$ cat config.mk
export PLATFORM = sky130hd
export DESIGN_NAME = riff_wave_header_parser_top
export DESIGN_NICKNAME = d
export VERILOG_FILES = /design/src/rtl/rwhp_pkg.sv /design/src/rtl/rwhp_in_reg.sv /design/src/rtl/rwhp_parser.sv /design/src/rtl/riff_wave_header_parser_top.sv
export VERILOG_INCLUDE_DIRS = /design/src /design/src/rtl
export SDC_FILE = /design/constraint.sdc
export NUM_CORES = 1
export LEC_CHECK = 0
export ABC_AREA = 1
export BUFFER_PORTS_ARGS = -buffer_cell sky130_fd_sc_hd__buf_2
export CAP_MARGIN = 20
export CORE_ASPECT_RATIO = 0.5
export CORE_UTILIZATION = 43
export DETAILED_ROUTE_END_ITERATION = 10
export SETUP_SLACK_MARGIN = 0.5
export SLEW_MARGIN = 20
export SYNTH_ARGS = -nofsm -noshare
export SYNTH_HDL_FRONTEND = slang
export SYNTH_SLANG_ARGS = --single-unit
$ cat constraint.sdc
create_clock -name clk -period 7.65 [get_ports clk]
set_input_delay 0.3825 -clock clk [delete_from_list [all_inputs] [get_ports clk]]
set_output_delay 0.3825 -clock clk [all_outputs]
set_load 0.01 [all_outputs]
$ cat src/rtl/riff_wave_header_parser_top_macros.svh
// Assertion helpers used by the RTL; clock clk, reset arst_n in scope.
`ifndef RIFF_WAVE_HEADER_PARSER_TOP_MACROS_SVH
`define RIFF_WAVE_HEADER_PARSER_TOP_MACROS_SVH

// Same-cycle implication.
`define RWHP_ASSERT_NOW(lbl, ante, cons) \
	lbl: assert property (@(posedge clk) disable iff (!arst_n) (ante) |-> (cons)) \
		else $error("rwhp: same-cycle check failed");

// Next-cycle implication.
`define RWHP_ASSERT_NEXT(lbl, ante, cons) \
	lbl: assert property (@(posedge clk) disable iff (!arst_n) (ante) |=> (cons)) \
		else $error("rwhp: next-cycle check failed");

`endif

$ cat src/rtl/rwhp_pkg.sv
package rwhp_pkg;

	// result kinds (m_tuser)
	localparam logic [1:0] KIND_FORMAT   = 2'd0;
	localparam logic [1:0] KIND_DATA     = 2'd1;
	localparam logic [1:0] KIND_NOT_WAVE = 2'd2;
	localparam logic [1:0] KIND_UNUSED   = 2'd3;

	// chunk ids, little-endian as they arrive on the byte stream
	localparam logic [31:0] TAG_RIFF = 32'h4646_4952;
	localparam logic [31:0] TAG_WAVE = 32'h4556_4157;
	localparam logic [31:0] TAG_FMT  = 32'h2074_6D66;
	localparam logic [31:0] TAG_DATA = 32'h6174_6164;

	localparam int unsigned RES_W = 160;

	typedef struct packed {
		logic [7:0] data_byte;
		logic       first_byte;
	} rwhp_item_t;

	// result payload, last field in the lowest bits
	typedef struct packed {
		logic [31:0] data_size;
		logic [15:0] bits_per_sample;
		logic [15:0] block_align;
		logic [31:0] byte_rate;
		logic [31:0] sample_rate;
		logic [15:0] channels;
		logic [15:0] format_tag;
	} rwhp_result_t;

endpackage

$ cat src/rtl/rwhp_in_reg.sv
module rwhp_in_reg
	import rwhp_pkg::*;
(
	input  logic       clk,
	input  logic       arst_n,
	input  logic       s_tvalid,
	output logic       s_tready,
	input  logic [7:0] s_tdata,   // [7:0] data_byte
	input  logic       s_tuser,   // [0] first_byte
	input  logic       take,
	output logic       item_valid,
	output rwhp_item_t item
);

	logic       valid_s1;
	rwhp_item_t item_s1;

	assign s_tready   = !valid_s1 || take;
	assign item_valid = valid_s1;
	assign item       = item_s1;

	always_ff @(posedge clk or negedge arst_n) begin
		if (!arst_n) begin
			valid_s1 <= 1'b0;
		end else if (s_tready) begin
			valid_s1 <= s_tvalid;
		end
	end

	always_ff @(posedge clk) begin
		if (s_tvalid && s_tready) begin
			item_s1.data_byte  <= s_tdata;
			item_s1.first_byte <= s_tuser;
		end
	end

endmodule

$ cat src/rtl/rwhp_parser.sv
`include "riff_wave_header_parser_top_macros.svh"

module rwhp_parser
	import rwhp_pkg::*;
(
	input  logic               clk,
	input  logic               arst_n,
	input  logic               item_valid,
	input  rwhp_item_t         item,
	output logic               take,
	output logic               m_tvalid,
	input  logic               m_tready,
	output logic [RES_W-1:0]   m_tdata,
	output logic [1:0]         m_tuser
);

	localparam logic [3:0] PH_IDLE      = 4'd0;
	localparam logic [3:0] PH_RIFF_ID   = 4'd1;
	localparam logic [3:0] PH_RIFF_SIZE = 4'd2;
	localparam logic [3:0] PH_WAVE_ID   = 4'd3;
	localparam logic [3:0] PH_F_ID      = 4'd4;
	localparam logic [3:0] PH_F_SIZE    = 4'd5;
	localparam logic [3:0] PH_F_SKIP    = 4'd6;
	localparam logic [3:0] PH_FMT_BODY  = 4'd7;
	localparam logic [3:0] PH_D_ID      = 4'd8;
	localparam logic [3:0] PH_D_SIZE    = 4'd9;
	localparam logic [3:0] PH_D_SKIP    = 4'd10;

	logic [3:0]  phase_q;
	logic [4:0]  byte_index_q;
	logic [31:0] tag_q, size_q, skip_q, rem_q;
	logic [63:0] fields_q, rates_q;

	logic [3:0]  ph, ph_n;
	logic [4:0]  bi, bi_n;
	logic [31:0] tag, tag_n, size, size_n, skip, skip_n, rem, rem_n;
	logic [63:0] fields, fields_n, rates, rates_n;
	logic [31:0] tag_sh, size_sh;
	logic        word_done;
	logic        fire;
	logic [1:0]  kind;
	logic [31:0] dsize;

	logic         m_valid_q;
	logic [1:0]   kind_q;
	rwhp_result_t res_q;
	rwhp_result_t res;

	assign take = item_valid && (!m_valid_q || m_tready);

	// a first byte restarts from cleared state
	always_comb begin
		if (item.first_byte) begin
			ph = PH_RIFF_ID; bi = '0; tag = '0; size = '0; skip = '0; rem = '0;
			fields = '0; rates = '0;
		end else begin
			ph = phase_q; bi = byte_index_q; tag = tag_q; size = size_q; skip = skip_q;
			rem = rem_q; fields = fields_q; rates = rates_q;
		end
	end

	assign tag_sh    = {item.data_byte, tag[31:8]};
	assign size_sh   = {item.data_byte, size[31:8]};
	assign word_done = (bi[1:0] == 2'd3);

	always_comb begin
		ph_n = ph; bi_n = bi; tag_n = tag; size_n = size; skip_n = skip; rem_n = rem;
		fields_n = fields; rates_n = rates;
		fire = 1'b0; kind = KIND_FORMAT; dsize = '0;
		unique case (ph)
			PH_RIFF_ID, PH_WAVE_ID: begin
				tag_n = tag_sh;
				bi_n  = {3'b000, bi[1:0] + 2'd1};
				if (word_done) begin
					if (tag_sh != ((ph == PH_RIFF_ID) ? TAG_RIFF : TAG_WAVE)) begin
						ph_n = PH_IDLE;
						fire = 1'b1;
						kind = KIND_NOT_WAVE;
					end else begin
						ph_n = (ph == PH_RIFF_ID) ? PH_RIFF_SIZE : PH_F_ID;
					end
				end
			end
			PH_RIFF_SIZE: begin
				size_n = size_sh;
				bi_n   = {3'b000, bi[1:0] + 2'd1};
				if (word_done) ph_n = PH_WAVE_ID;
			end
			PH_F_ID, PH_D_ID: begin
				tag_n = tag_sh;
				bi_n  = {3'b000, bi[1:0] + 2'd1};
				if (word_done) ph_n = (ph == PH_F_ID) ? PH_F_SIZE : PH_D_SIZE;
			end
			PH_F_SIZE: begin
				size_n = size_sh;
				bi_n   = {3'b000, bi[1:0] + 2'd1};
				if (word_done) begin
					if (tag == TAG_FMT) begin
						rem_n = size_sh;
						bi_n  = '0;
						if (size_sh == '0) begin
							ph_n = PH_D_ID;
							fire = 1'b1;
						end else begin
							ph_n = PH_FMT_BODY;
						end
					end else begin
						skip_n = size_sh;
						ph_n   = (size_sh == '0) ? PH_F_ID : PH_F_SKIP;
					end
				end
			end
			PH_D_SIZE: begin
				size_n = size_sh;
				bi_n   = {3'b000, bi[1:0] + 2'd1};
				if (word_done) begin
					if (tag == TAG_DATA) begin
						ph_n  = PH_IDLE;
						fire  = 1'b1;
						kind  = KIND_DATA;
						dsize = size_sh;
					end else begin
						skip_n = size_sh;
						ph_n   = (size_sh == '0) ? PH_D_ID : PH_D_SKIP;
					end
				end
			end
			PH_F_SKIP, PH_D_SKIP: begin
				skip_n = skip - 32'd1;
				if (skip == 32'd1) ph_n = (ph == PH_F_SKIP) ? PH_F_ID : PH_D_ID;
			end
			PH_FMT_BODY: begin
				// standard block: tag, channels | rates | align, bits
				if (!bi[4]) begin
					for (int j = 0; j < 8; j++) begin
						if ((j < 4 && bi[3:0] == 4'(j)) || (j >= 4 && bi[3:0] == 4'(j + 8)))
							fields_n[8*j +: 8] = item.data_byte;
						if (bi[3:0] == 4'(j + 4))
							rates_n[8*j +: 8] = item.data_byte;
					end
					bi_n = bi + 5'd1;
					if (bi[3:0] == 4'd15) fire = 1'b1;
				end
				rem_n = rem - 32'd1;
				if (rem == 32'd1) begin
					if (!bi_n[4]) fire = 1'b1;
					bi_n = '0;
					ph_n = PH_D_ID;
				end
			end
			default: begin
				ph_n = PH_IDLE;
			end
		endcase
	end

	always_comb begin
		res.format_tag      = fields_n[15:0];
		res.channels        = fields_n[31:16];
		res.sample_rate     = rates_n[31:0];
		res.byte_rate       = rates_n[63:32];
		res.block_align     = fields_n[47:32];
		res.bits_per_sample = fields_n[63:48];
		res.data_size       = dsize;
		if (kind == KIND_NOT_WAVE) res = '0;
	end

	always_ff @(posedge clk or negedge arst_n) begin
		if (!arst_n) begin
			phase_q      <= PH_IDLE;
			byte_index_q <= '0;
			m_valid_q    <= 1'b0;
		end else begin
			if (take) begin
				phase_q      <= ph_n;
				byte_index_q <= bi_n;
				m_valid_q    <= fire;
			end else if (m_tready) begin
				m_valid_q <= 1'b0;
			end
		end
	end

	always_ff @(posedge clk or negedge arst_n) begin
		if (!arst_n) begin
			tag_q <= '0; size_q <= '0; skip_q <= '0; rem_q <= '0;
			fields_q <= '0; rates_q <= '0;
		end else if (take) begin
			tag_q <= tag_n; size_q <= size_n; skip_q <= skip_n; rem_q <= rem_n;
			fields_q <= fields_n; rates_q <= rates_n;
		end
	end

	always_ff @(posedge clk) begin
		if (take && fire) begin
			kind_q <= kind;
			res_q  <= res;
		end
	end

	assign m_tvalid = m_valid_q;
	assign m_tuser  = kind_q;
	assign m_tdata  = res_q;

	`RWHP_ASSERT_NOW(a_kind_range, m_valid_q, kind_q != KIND_UNUSED)
	`RWHP_ASSERT_NOW(a_not_wave_clean, m_valid_q && kind_q == KIND_NOT_WAVE, res_q == '0)
	`RWHP_ASSERT_NEXT(a_final_to_idle, take && fire && kind != KIND_FORMAT, phase_q == PH_IDLE)
	`RWHP_ASSERT_NOW(a_index_bound, 1'b1, byte_index_q <= 5'd16)
	`RWHP_ASSERT_NOW(a_body_left, phase_q == PH_FMT_BODY, rem_q != '0)

endmodule

$ cat src/rtl/riff_wave_header_parser_top.sv
// RIFF/WAVE header parser. Feed a WAV file one byte per transaction on the
// slave stream, with s_tuser high on the first byte of each file (that byte
// restarts the parser from any state). The block checks the "RIFF" and "WAVE"
// magics, walks chunks to "fmt ", unpacks its 16-byte standard block and
// then walks on to "data". It gives at most one result per byte: kind 0 once
// the format block is complete (or the fmt chunk ends early, missing fields
// zero), kind 1 on the last size byte of the data chunk carrying its size,
// kind 2 on a bad magic with all fields zero. Chunk sizes are unsigned
// 32-bit and odd-sized chunks get no pad byte. After kind 1 or kind 2 bytes
// are ignored until the next first byte. Throughput is one byte per clock
// while results are taken: each byte passes an input register and the parse
// logic into the result register, from which its result is offered on
// m_tvalid. A result held on m_tready stalls the parse stage; the input
// register then takes at most one more byte and s_tready stays low until the
// result leaves.
module riff_wave_header_parser_top
	import rwhp_pkg::*;
(
	input  logic             clk,
	input  logic             arst_n,
	input  logic             s_tvalid,
	output logic             s_tready,
	input  logic [7:0]       s_tdata,   // [7:0] data_byte
	input  logic             s_tuser,   // [0] first_byte
	output logic             m_tvalid,
	input  logic             m_tready,
	// [15:0] format_tag, [31:16] channels, [63:32] sample_rate,
	// [95:64] byte_rate, [111:96] block_align, [127:112] bits_per_sample,
	// [159:128] data_size
	output logic [RES_W-1:0] m_tdata,
	output logic [1:0]       m_tuser    // [1:0] kind
);

	logic       item_valid;
	logic       take;
	rwhp_item_t item;

	// input register: one byte held while the parse stage is stalled
	rwhp_in_reg u_in_reg (
		.clk        (clk),
		.arst_n     (arst_n),
		.s_tvalid   (s_tvalid),
		.s_tready   (s_tready),
		.s_tdata    (s_tdata),
		.s_tuser    (s_tuser),
		.take       (take),
		.item_valid (item_valid),
		.item       (item)
	);

	// parse state, field capture and result register
	rwhp_parser u_parser (
		.clk        (clk),
		.arst_n     (arst_n),
		.item_valid (item_valid),
		.item       (item),
		.take       (take),
		.m_tvalid   (m_tvalid),
		.m_tready   (m_tready),
		.m_tdata    (m_tdata),
		.m_tuser    (m_tuser)
	);

endmodule

======== After elaboration in Yosys (flattened, before gate mapping) ========
Cells that the tools add are included.
storage, ports and cells
  register bits after elaboration ......... 430
  latch bits .............................. 0
  memory bits (writable) .................. 0
  memory bits (read-only) ................. 0
  input port bits ......................... 13
  output and inout bits ................... 164
  word-level logic and storage cells ...... 157
  memories ................................ 0
cells by class
  add/sub/neg operators ................... 4
  multiply operators ...................... 0
  divide/modulo/power cells ............... 0
  order comparisons ....................... 0
  eq/ne operators ......................... 32
  shift operators ......................... 0
  muxes and demuxes ....................... 81
  bitwise operators ....................... 3
  reduce and logical (&&, ||, !) cells .... 17
operators with widths
  operator                 count
  $mux W32                 12
  $mux W64                 6
  $mux W8                  16
  $pmux W32 S3             1
  $eq A32 B1 Y1 const B    2
  $pmux W32 S2             1
  $sub A32 B1 Y32 const B  2
  $mux W4                  14
  $eq A4 B4 Y1 const B     11
  $eq A32 B30 Y1 const B   1
  $eq A32 B31 Y1 const B   1
  $eq A4 B3 Y1 const B     8
  $logic_not A32 Y1        1
  $ne A32 B32 Y1           1
  $pmux W4 S7              1
  $mux W26                 1
  $mux W5                  5
  $eq A4 B2 Y1 const B     4
  $pmux W5 S3              1
  $mux W1                  14
  $mux W2                  6
  $eq A4 B1 Y1 const B     2
  $reduce_or A4 Y1         2
  $reduce_or A2 Y1         3
  14 further kinds         21

======== Logic depth before layout (Yosys ltp) ========
  depth in word-level cells ............... 9
  mapped depth ............................ 20
  gate-level depth less buffers ........... 16

======== By module ========
From an unflattened synthesis, not the netlist that was laid out.
second synthesis, totals
  cell total of the unflattened synthesis .. 3063
  area total of the unflattened synthesis .. 23412.5 um^2
by module, submodules not included
  module       times used  cells each  area an instance (um^2)  seq. area each (um^2)
  rwhp_parser  1           3048        23097.2                  11320.9
  rwhp_in_reg  1           15          315.3                    295.3

======== Worst setup path after synthesis ========
No wires, ideal clock.
  path kind ............................... reg2reg
  start point ............................. register u_in_reg.item_s1 (netlist bit u_in_reg.item[0])
  end point ............................... register u_parser.res_q (netlist bit u_parser.m_tdata[0]) (enable)
  setup time .............................. 0.515 ns
  arrival ................................. 5.462 ns
  required time ........................... 7.135 ns
  slack ................................... 1.673 ns
  stages on the path, launching flop included .. 16
  buffers on the path ..................... 7
  period minus slack after synthesis ...... 5.977 ns
  cell sequence ........................... edfxtp_1 -> buf_6 -> inv_6 -> buf_6 -> buf_6 -> buf_2 -> nand2_1 -> inv_1 -> ha_1 -> buf_2 -> clkbuf_1 -> buf_1 -> nand2_1 -> nand2_1 -> nand2_1 -> inv_1
on the way
  word-level cells in the longest chain between the ends .. 8
  elaborated cells between the ends (all ways) .. 35
  classes of those cells .................. 1 x add/sub; 11 x eq/ne; 20 x mux; 3 x reduce/logical
ends and longest elaborated chain
  what                                       line                                   RTL
  start, declared                            rwhp_in_reg.sv:16                      rwhp_item_t item_s1;
  $mux W5 / $mux W4 (equally long branches)  rwhp_parser.sv:53                      if (item.first_byte) begin
  $add A5 B1 Y5 (tied with other cells)      rwhp_parser.sv:141                     bi_n = bi + 5'd1;
  $mux W5 (tied with other cells)            rwhp_parser.sv:134                     if (!bi[4]) begin
  $mux W5 (tied with other cells)            rwhp_parser.sv:70                      unique case (ph)
  $mux W1 (on tied branches)                 rwhp_parser.sv:146, rwhp_parser.sv:75
  $mux W1 (on tied branches)                 rwhp_parser.sv:145, rwhp_parser.sv:74
  $pmux W1 S4 (*)                            rwhp_parser.sv:70
  $logic_and A1 B1 Y1 (*)                    rwhp_parser.sv:195                     if (take && fire) begin
  end signal, assigned                       rwhp_parser.sv:197                     res_q <= res;
  end, declared                              rwhp_parser.sv:46                      rwhp_result_t res_q;
Mark *: on every way between the ends. The rest lies on a longest branch, timed or not. The select of a mux whose other input is x is not followed.
A chain may end at the register's enable or synchronous reset.

======== Final worst setup path ========
  start point ............................. register u_in_reg.item_s1 (netlist bit u_in_reg.item[0])
  end point ............................... register u_parser.res_q (netlist bit u_parser.m_tdata[117]) (enable)
Same word-level chain as after synthesis.

==> flow_metrics.tcl <==
set metrics [dict create \
    clockBufferDepth 3 \
    cts_hold_buf 10 \
    clock_skew_ns 0.01719 \
    rsz0062_at_grt "no" \
    core_sq_mm 0.05271 \
    synth-async-reset-ratio 0.6023 \
    ys_top_cells_by_area "dfrtp_1 28%, edfxtp_1 22%, nand2_1 16%, nand3_1 6.1%, inv_1 4.9%" \
    clkLatencyLatePin_ns 0.58 \
    fillers 5193 \
    ctsResizeCount 0 \
    worst_slew_pin_slew_ns 1.141 \
    grtUsageMet2 0.3777 \
    synth-main-ff-cell "dfrtp_1" \
    yosysWarnings 0 \
    dp.cells 3781 \
    synth_seq_area_share 0.4986 \
    clock-root-buffer "clkbuf_16" \
    crit_family "buffers and inverters" \
    path_cells "buf_4 -> inv_8 -> buf_4 -> nand3_1 -> nor2_1 -> nand2_1 -> nor2_1 -> nand3_1 -> inv_1 -> nand2_1 -> nand3_1 -> nand2_1 -> nand2_1 -> nand2_1 -> inv_8 -> buf_4" \
    grt_util_met3 0.03982 \
    tns_ns 0 \
    cap_viol_max_count 0 \
    hold_viol 0 \
    busiest_layer "met2" \
    grt_max_degree 197 \
    yosys_register_bits 430 \
    drive_above_1_share 0.1058 \
    drv_slew 0 \
    grt_pass1_vias 19340 \
    gp_congestion 0.9188 \
    io_buffers 176 \
    synth_top_cell_by_area "dfrtp_1" \
    synth_edf_count 171 \
    synth.top_cell.area_share 0.2782 \
    powerDensity_mw_per_mm2 209.0 \
    drt_iter0_drc 2207 \
    period_needed_ns 4.783 \
    track_usage 0.2448 \
    place_ws_ns 2.643 \
    final_nets 3155 \
    crit_type "flop to flop" \
    routed-via-count 20820 \
    ys_top_cells_by_count "997 x nand2_1, 304 x inv_1, 285 x nand3_1" \
    relSlewSlack 0.2396 \
    grt_antenna_before_repair 0 \
    p_leak_nw 12.40 \
    cts_tree "yes" \
    grt_pass1_wl_um 108200 \
    max_stage_delay_ns 0.87 \
    cts_sinks 430 \
    use_met1 0.3536 \
    die_x_um 331.2 \
    rows 59 \
    cp-start-kind "flop" \
    cts_setup_buffers 0 \
    dieArea_sq_mm 0.05518 \
    wl_per_cell_um 17.75 \
    crit_top_cell "nand2_1" \
    finalPower_w 0.005420 \
    worst-path-buf-inv 6 \
    cp_slowest_cell "buf_4" \
    end_kind "flop" \
    dr.pass1.iters 6 \
    avgSynthCellArea_sq_um 7.634 \
    syn2layout_area_growth_pct 11.27 \
    die_y_um 166.6 \
    status "completed" \
    io_pins 177 \
    avgViaCountPerCell 5.381 \
    setup_slack_ns 2.867 \
    yosysMostFrequentCell "nand2_1" \
    syn_area_sq_mm 0.02330 \
    clk_pin_slew_worst_paths_ns 0.06 \
    htree_levels 2 \
    fmax_mhz 209.1 \
    drc 0 \
    grt-ovfl-total 0 \
    critPathArrivalTime_ns 5.02 \
    fin_cells 3869 \
    hold_class "input port to flop" \
    wirelength_um 68680 \
    cts_buffers 42 \
    hold_slack_ns 0.04856 \
    ir_drop_mv 0.1387 \
    crit_required_ns 7.88 \
    synthCells 3052 \
    dp_hpwl_um 42540 \
    synth.distinct_cells 47 \
    start_util 0.4421 \
    ant_nets 0 \
    finalCritPeriodShare 0.6252 \
    finalSetupViolCount 0 \
    crit_fanout 111 \
    synthesis.nets 3073 \
]
==> layout by cell type (no fill, tap or decap), types with 12 or more instances in the layout <==
master     instances
nand2_1          996
o21a_1            14
clkbuf_16         42
o21ai_1           67
nor2_1           272
buf_4             24
inv_1            303
edfxtp_1         171
dfrtp_1          259
nor2_2            14
buf_2            175
a21oi_1           97
nand3_1          285
nor3_1            16
o211ai_1          37
nand4_1           37
o21ai_0          179
or2_2             22
o22ai_1           12
a31oi_1           13
clkbuf_1          13
==> logic make-up (layout without fill, tap and decap cells) <==
kind of cell	count (synthesis)	after routing	share of synthesized area
buffers and inverters	486	601	0.08436
and+or+nand+nor	1675	1675	0.3042
AOI/OAI and AO/OA	448	448	0.1068
DFF	430	430	0.4986
other	0	1	0
xor gates and xnor gates	5	5	0.001880
adders and majority gates	8	8	0.004296
==> worst register-to-register path, delay by kind of cell (launching register included) <==
family / cells / cell delay, ns
flops: 1 / 0.38
buf+inv: 6 / 2.90
simple gates: 10 / 1.13
==> report_power, final <==
group	leakage [nW]	internal (W)	switching [W]
registers	4.68	0.00251	0.0000849
logic	7.07	0.000213	0.000571
clock network	0.643	0.00110	0.000934
==> through the flow <==
step           utilization  instance area [sq um]
5_1_grt             0.4918                  25920
4_1_cts             0.4918                  25920
3_3_place_gp        0.4651                  24510
6_report            0.4919                  25930
2_1_floorplan            -                  23300
3_5_place_dp        0.4651                  24510
==> final timing paths <==
check / slack (ns) / startpoint / cells past startpoint / to
worst max-delay path: 2.87 / u_in_reg.item[0] / 16 / u_parser.m_tdata[117]
worst min-delay path: 0.05 / s_tvalid / 3 / u_in_reg.item_valid
worst max register to register: 2.87 / u_in_reg.item[0] / 16 / u_parser.m_tdata[117]
worst min register to register: 0.48 / u_parser.skip_q[24] / 2 / u_parser.skip_q[24]
max in group asynchronous: 5.83 / arst_n / 3 / u_parser.skip_q[1]
min in group asynchronous: 0.44 / arst_n / 2 / u_parser.skip_q[14]
==> routing by layer <==
metal	wire, um	part of all wire
met5	0	0
met4	1901	0.028
met3	4386	0.064
met2	30500	0.44
met1	31890	0.46
==> sequential cells by signal (all words and copies together) (netlist names) <==
signal	flops
u_parser.rates_q	64
u_parser.m_tvalid	1
u_in_reg.item	9
u_parser.tag_q	32
u_parser.m_tuser	2
u_parser.m_tdata	160
u_parser.skip_q	32
u_parser.fields_q	64
u_parser.size_q	24
u_parser.byte_index_q	5
u_parser.rem_q	32
u_in_reg.item_valid	1
u_parser.phase_q	4
==> final cells by class <==
type / instances / area [sq um] / share of cell area
diodes: 1 / 2.502 / 0.00009652
clock buffers: 63 / 1210 / 0.04667
clock inverters: 14 / 98.84 / 0.003813
inverters: 313 / 1199 / 0.04623
multi-input cells: 2136 / 9732 / 0.3754
flip-flops and latches: 430 / 11620 / 0.4480
well taps: 701 / 877.1 / 0.03383
repair buffers: 211 / 1191 / 0.04594
Note: power is estimated with default switching activity, not from simulation.
